### src/sv/tmcw_pkg.sv
// Shared types and constants of the text-mode console writer.
`default_nettype none
package tmcw_pkg;

	localparam int LINE_W  = 5;
	localparam int COL_W   = 7;
	localparam int IDX_W   = 11;
	localparam int CELL_W  = 16;
	localparam int COLOR_W = 4;
	localparam int KIND_W  = 3;
	localparam int BYTE_W  = 8;
	// Wide enough for row * cols + col at the largest screen.
	localparam int LIN_W   = LINE_W + COL_W;

	localparam logic [KIND_W-1:0] KIND_GLYPH  = 3'd0;
	localparam logic [KIND_W-1:0] KIND_MOVE   = 3'd1;
	localparam logic [KIND_W-1:0] KIND_CLEAR  = 3'd2;
	localparam logic [KIND_W-1:0] KIND_READ   = 3'd3;
	localparam logic [KIND_W-1:0] KIND_SCROLL = 3'd4;

	localparam logic [BYTE_W-1:0] NEWLINE_CODE = 8'd10;
	localparam logic [BYTE_W-1:0] SPACE_CODE   = 8'd32;

	localparam logic CFG_FG_COLOR = 1'b0;
	localparam logic CFG_BG_COLOR = 1'b1;

	localparam logic [COLOR_W-1:0] FG_RESET = 4'd0;
	localparam logic [COLOR_W-1:0] BG_RESET = 4'd15;

	typedef enum logic [2:0] {
		ST_IDLE,
		ST_EXEC,
		ST_RDWAIT,
		ST_SWEEP,
		ST_RESP
	} state_t;

	typedef struct packed {
		logic load_item;
		logic exec;
		logic load_cell;
		logic push;
	} cmd_t;

	typedef struct packed {
		logic is_read;
		logic sweep_req;
		logic sweep_done;
	} status_t;

endpackage
`default_nettype wire

### src/sv/tmcw_ctrl.sv
// Controller state machine of the text-mode console writer.
`default_nettype none
module tmcw_ctrl (
	input  wire logic             clk,
	input  wire logic             arst_n,
	input  wire logic             s_tvalid,
	output logic                  s_tready,
	output logic                  m_tvalid,
	input  wire logic             m_tready,
	input  wire tmcw_pkg::status_t status,
	output tmcw_pkg::cmd_t        cmd
);

	tmcw_pkg::state_t state_q, state_d;
	logic out_valid_q;
	logic push_ok;

	assign push_ok  = !out_valid_q || m_tready;
	assign m_tvalid = out_valid_q;

	always_ff @(posedge clk or negedge arst_n) begin
		if (!arst_n) begin
			state_q     <= tmcw_pkg::ST_IDLE;
			out_valid_q <= 1'b0;
		end else begin
			state_q <= state_d;
			if (cmd.push) begin
				out_valid_q <= 1'b1;
			end else if (m_tready) begin
				out_valid_q <= 1'b0;
			end
		end
	end

	always_comb begin
		state_d       = state_q;
		cmd           = '0;
		s_tready      = 1'b0;
		unique case (state_q)
			tmcw_pkg::ST_IDLE: begin
				s_tready      = 1'b1;
				cmd.load_item = s_tvalid;
				if (s_tvalid) begin
					state_d = tmcw_pkg::ST_EXEC;
				end
			end
			tmcw_pkg::ST_EXEC: begin
				cmd.exec = 1'b1;
				if (status.is_read) begin
					state_d = tmcw_pkg::ST_RDWAIT;
				end else if (status.sweep_req) begin
					state_d = tmcw_pkg::ST_SWEEP;
				end else begin
					state_d = tmcw_pkg::ST_RESP;
				end
			end
			tmcw_pkg::ST_RDWAIT: begin
				cmd.load_cell = 1'b1;
				state_d       = tmcw_pkg::ST_RESP;
			end
			tmcw_pkg::ST_SWEEP: begin
				if (status.sweep_done) begin
					state_d = tmcw_pkg::ST_RESP;
				end
			end
			tmcw_pkg::ST_RESP: begin
				// The next item may enter in the cycle the result is posted.
				if (push_ok) begin
					cmd.push      = 1'b1;
					s_tready      = 1'b1;
					cmd.load_item = s_tvalid;
					state_d       = s_tvalid ? tmcw_pkg::ST_EXEC : tmcw_pkg::ST_IDLE;
				end
			end
			default: begin
				state_d = tmcw_pkg::ST_IDLE;
			end
		endcase
	end

	a_push_in_resp: assert property (@(posedge clk) disable iff (!arst_n)
		cmd.push |-> state_q == tmcw_pkg::ST_RESP)
		else $error("result posted outside the response state");

	a_no_overwrite: assert property (@(posedge clk) disable iff (!arst_n)
		(out_valid_q && !m_tready) |-> !cmd.push)
		else $error("pending result overwritten");

	a_accept_idle: assert property (@(posedge clk) disable iff (!arst_n)
		cmd.load_item |=> state_q == tmcw_pkg::ST_EXEC)
		else $error("accepted transaction not executed");

endmodule
`default_nettype wire

### config.mk
export PLATFORM = sky130hd
export DESIGN_NAME = tmcw_ctrl
export DESIGN_NICKNAME = d
export VERILOG_FILES = /design/src/sv/tmcw_pkg.sv /design/src/sv/tmcw_ctrl.sv
export SDC_FILE = /design/constraint.sdc
export NUM_CORES = 1
export LEC_CHECK = 0
export BUFFER_PORTS_ARGS = -buffer_cell sky130_fd_sc_hd__buf_4
export CAP_MARGIN = 20
export CELL_PAD_IN_SITES_DETAIL_PLACEMENT = 1
export CELL_PAD_IN_SITES_GLOBAL_PLACEMENT = 2
export CORE_AREA = 3 3 40 42
export DETAILED_ROUTE_END_ITERATION = 7
export DIE_AREA = 0 0 43 45
export HOLD_SLACK_MARGIN = 0.12
export PLACE_DENSITY_LB_ADDON = 0.1
export SLEW_MARGIN = 20
export SYNTH_ARGS = -nofsm -noshare
export SYNTH_HDL_FRONTEND = slang
export SYNTH_SLANG_ARGS = --single-unit
### constraint.sdc
create_clock -name clk -period 1 [get_ports clk]
set_input_delay 0.05 -clock clk [delete_from_list [all_inputs] [get_ports clk]]
set_output_delay 0.05 -clock clk [all_outputs]
set_load 0.03 [all_outputs]
[After elaboration in Yosys (flattened, before gate mapping)]
Index checks and enable logic that the tools add are counted.
Word-level totals
  bits in registers: 4
  latch bits: 0
  memory bits (writable): 0
  memory bits (read-only): 0
  memories kept: 0
Operators by class
  add/sub/neg operators: 0
  multipliers: 0
  div/mod/pow operators: 0
  $lt $le $gt $ge: 0
  equal/unequal tests: 7
  shift operators: 0
  multiplexer cells: 16
  bitwise logic cells: 0
  reductions and logical operators: 5
Operators by type and width (number)
  $mux W3: 5
  $pmux W3 S5: 1
  $mux W1: 8
  $eq A3 B2 Y1 const B: 2
  $ne A2 B2 Y1 const B: 3
  $pmux W1 S2: 2
  $eq A3 B1 Y1 const B: 1
  $eq A3 B3 Y1 const B: 1
  $logic_not A3 Y1: 1
  $reduce_and A3 Y1: 1
  $reduce_bool A2 Y1: 1
  $logic_not A1 Y1: 1
  $logic_or A1 B1 Y1: 1

[Longest topological paths before layout]
  word-level depth: 5
  mapped depth: 4

[Least setup slack after synthesis]
No wires, ideal clock.
  kind: register to output
  start point: reg out_valid_q, in the netlist m_tvalid
  end point: out cmd[3] (netlist bit)
  arrival: 1.402 ns
  data required time: 0.950 ns
  setup slack: -0.452 ns
  cell stages (with the launch flop): 4
  path buffers: 0
  path through: dfrtp_1 -> and2b_4 -> a21boi_2 -> and2_1
RTL lines
  start, declared: RTL line tmcw_ctrl.sv:15  | logic out_valid_q;
  start signal, assigned: RTL line tmcw_ctrl.sv:24  | out_valid_q <= 1'b0;
  start signal, assigned: RTL line tmcw_ctrl.sv:28  | out_valid_q <= 1'b1;
  start signal, assigned: RTL line tmcw_ctrl.sv:30  | out_valid_q <= 1'b0;
  end, declared: RTL line tmcw_ctrl.sv:11  | output tmcw_pkg::cmd_t cmd

==> flow_results.org <==
** Yosys
- Cell taking the most area after synthesis :: sky130_fd_sc_hd__dfrtp_1
- Prevailing post-synth register cell :: sky130_fd_sc_hd__dfrtp_1
- Sorting the synthesized cells by how often they occur yields sky130_fd_sc_hd__nor2_1, sky130_fd_sc_hd__dfrtp_1, sky130_fd_sc_hd__nand2_1, sky130_fd_sc_hd__nand2b_1.
- Counting every net in the synthesized netlist gives 38.
- Number of flops mapped to enable cells by yosys :: 0
- Gate Count Post-Synth :: 31
- Portion of the post-synthesis area used by sequential elements :: 0.372
- Unique masters post-synth :: 18
- Most numerous cell in the Yosys netlist :: sky130_fd_sc_hd__nor2_1
- Yosys warning count :: 0
- The synthesized netlist occupies a cell area of 269 um2.
- Syn_area_per_cell :: 8.68 um2
- After synthesis, the cell types taking the most area are sky130_fd_sc_hd__dfrtp_1, sky130_fd_sc_hd__nand2b_1, sky130_fd_sc_hd__nor2_1, sky130_fd_sc_hd__a21boi_2, sky130_fd_sc_hd__buf_6.
- In this run, synthesis produced a sequential element count of 4.
- Async S/R FF share, synth :: 1.00
- Fraction of synthesized cell area taken by the top area cell type :: 0.372

** Die
- Pin placement for this block handled 13 I/O pins.
- The floorplan step set the die height to 45 um.
- The initial utilization of the core area, before any placement, comes to 0.209.
- The die is 43 um wide.
- The core region is 0.00128 mm2.
- Number of placement rows :: 13
- The floorplan step defined a die boundary enclosing 0.00194 mm2.

** STA
- Of the available clock period, the critical path in the final layout requires 1.30.
- The final hold violation count came to 0.
- Setup repair after global routing could not meet its margin everywhere.
- Post-layout minimum cycle time :: 1300 ps
- Hold_ws :: 141 ps
- After layout, the worst setup slack is -303 ps.
- The number of max-slew violations in the final report is 0.
- The worst pin sits at a relative slew slack of 0.853.
- Between clock sinks in the finished design, the worst skew comes to 5.17 ps.
- At the pin with the least slew margin, the transition time is 220 ps.
- Timing would allow up to 768 MHz.
- After routing, the total negative slack on setup checks comes to -1370 ps.
- Setup violations remaining at the end of the flow were counted as 7.

** Placement
- In this run the tool buffered the top-level ports with 12 buffer cells.
- Detailed placement ended at an HPWL of 643 um.
- Worst slack at placement :: -67.6 ps
- Routability-driven placement finished with a final weighted congestion of 0.669.

** Power and ir drop
- Worst ir drop on vdd :: 1450 uV
- P per Cell Area :: 3450 mW/mm2
- Cell leakage power :: 0.000269 uW

** Finish
- The area growth from synthesis to layout is 115%.
- Final layout net count :: 66
- Antenna diode instance count :: 0
- In the final layout, the share of cells above drive strength 1 is 0.672.

** Clock network
- CTS H-tree lvls :: 1
- Buffers inserted during clock tree synthesis total 3.
- Clock latency reported for the late side of the worst-skew pair :: 240 ps
- The tree is rooted in a sky130_fd_sc_hd__clkbuf_4.
- Counting along the longest clock path gives a buffer depth of 2.
- Clock-pin slew was measured on the worst setup and hold paths at 40 ps.
- CTS tree :: built
- Total number of clock tree sinks :: 4

** Global routing
- The number of antenna violations at the first check in global routing was 0.
- Total track usage :: 0.118
- The total overflow left after global routing is 0.
- The first global-routing pass estimated 1500 um of wire.
- The number of global-route vias before repair was 351.
- Pin count of the biggest net entering global routing :: 9

** Route
- Total wire length :: 934 um
- In this run, the number of DRC markers left after iteration 0 of detailed routing was 1.
- Summed over all nets, wire length on met3 after detailed routing comes to 41 um.
- Total length of routed met2 wires :: 494 um
- The routed layout has 321 vias.
- Antenna Violating Nets Remaining :: 0
- Post-route DRC violation count :: 0
- Dividing the detail-routed wire length by the instance count gives 12.8 um.
- First-pass DRT Iterations :: 2
- After detailed routing, the wire length on met1 is 346 um.
- Dividing the detail-routed via count by the number of cells gives 4.40.
- Top Metal Used :: met4

** Critical path
- Measured in cells, the most critical reg-to-reg path has a length of 5.
- The worst setup path is launched from a flop.
- Crit-path max FO :: 3
- Worst setup path class :: reg2out
- For the worst setup path, the data required time is 950 ps.
- For the worst setup path, the data arrival time is 1250 ps.
- The worst setup path is captured at an output port.

** Run status
- The final reports fail on negative setup slack.
- Result of the run :: finished with violations

** Worst hold path
- In this run the worst hold path is classified as in2async.

** Flow run
- The tool flagged a number of max-cap violations equal to 0.
==> per-stage QoR <==
stage | cells | total power (uW) | utilization | instance area [um2]
after CTS | 73 | 1940 | 0.436 | 561
after floorplan | 31 | 1030 | - | 288
final | 73 | 1990 | 0.450 | 578
after global routing | 73 | 2140 | 0.450 | 578
after detailed placement | 61 | 1380 | 0.323 | 415
after global placement | 61 | 1360 | 0.323 | 415
==> critical path, stage by stage (launching register included) <==
cell	delay, ps
sky130_fd_sc_hd__dfrtp_2	440
sky130_fd_sc_hd__nor2_4	100
sky130_fd_sc_hd__a21boi_4	190
sky130_fd_sc_hd__and2_4	160
sky130_fd_sc_hd__buf_6	120
==> flip-flops by register name (all words and copies together), names as in the netlist <==
name,count
state_q,3
m_tvalid,1
==> cells by family (layout without fill, tap and decap cells) <==
logic type             count (synthesis)  in the layout  synth area share
AND/OR/NAND/NOR                       16             16             0.330
AO/OA/AOI/OAI                          8              8             0.214
buffers and inverters                  3             30            0.0837
flip-flops                             4              4             0.372
==> path summary, 6_finish.rpt <==
| kind | endpoint | slack [ps] | from |
|---|---|---|---|
| min | m_tvalid | 140 | arst_n |
| max | cmd[3] | -300 | state_q[0] |
| max in group asynchronous | state_q[0] | 740 | arst_n |
| max reg2reg | state_q[2] | -80 | state_q[0] |
| min reg2reg | state_q[2] | 590 | state_q[2] |
| min in group clk | state_q[1] | 170 | status[1] |
==> per-layer routing <==
layer  track usage  vias to the layer above
li1              -                      159
met1         0.117                      148
met2         0.189                       10
met3        0.0120                        4
met4         0.163                        0
met5             0                        -
==> power breakdown <==
| part | switching, uW | internal, uW | total, uW | leakage, uW |
|---|---|---|---|---|
| registers | 109 | 250 | 359 | 0.0000472 |
| logic | 652 | 749 | 1400 | 0.000207 |
| clock network | 81.3 | 151 | 232 | 0.0000150 |
==> final cells by class <==
type                    instances  area [um2]
well taps                      15        18.8
repair buffers                 25         233
inverters                       1        3.75
fillers                       144         707
flip-flops and latches          4         104
multi-input cells              24         193
clock buffers                   4        26.3
==> cell usage in the layout, fill, tap and decap left out, drive strengths merged, types with 2 or more instances in the layout <==
cell type / synthesis / layout
clkbuf: 0 / 4
nand2b: 3 / 3
dfrtp: 4 / 4
buf: 2 / 22
nor2: 6 / 6
a21oi: 2 / 2
o21ai: 2 / 2
dlygate4sd3: 0 / 3
nand2: 3 / 3
==> repair_timing <==
| item | 4_1_cts | 5_1_grt |
|---|---|---|
| gates cloned | 0 | 0 |
| buffers inserted | 5 | 0 |
| pin swaps | 1 | 2 |
| endpoints found under the hold margin | 6 | 0 |
| resized for setup | 14 | 7 |
| endpoints found under the setup margin | 8 | 9 |
| hold buffers | 3 | 0 |
Note: power is estimated with default switching activity, not from simulation.
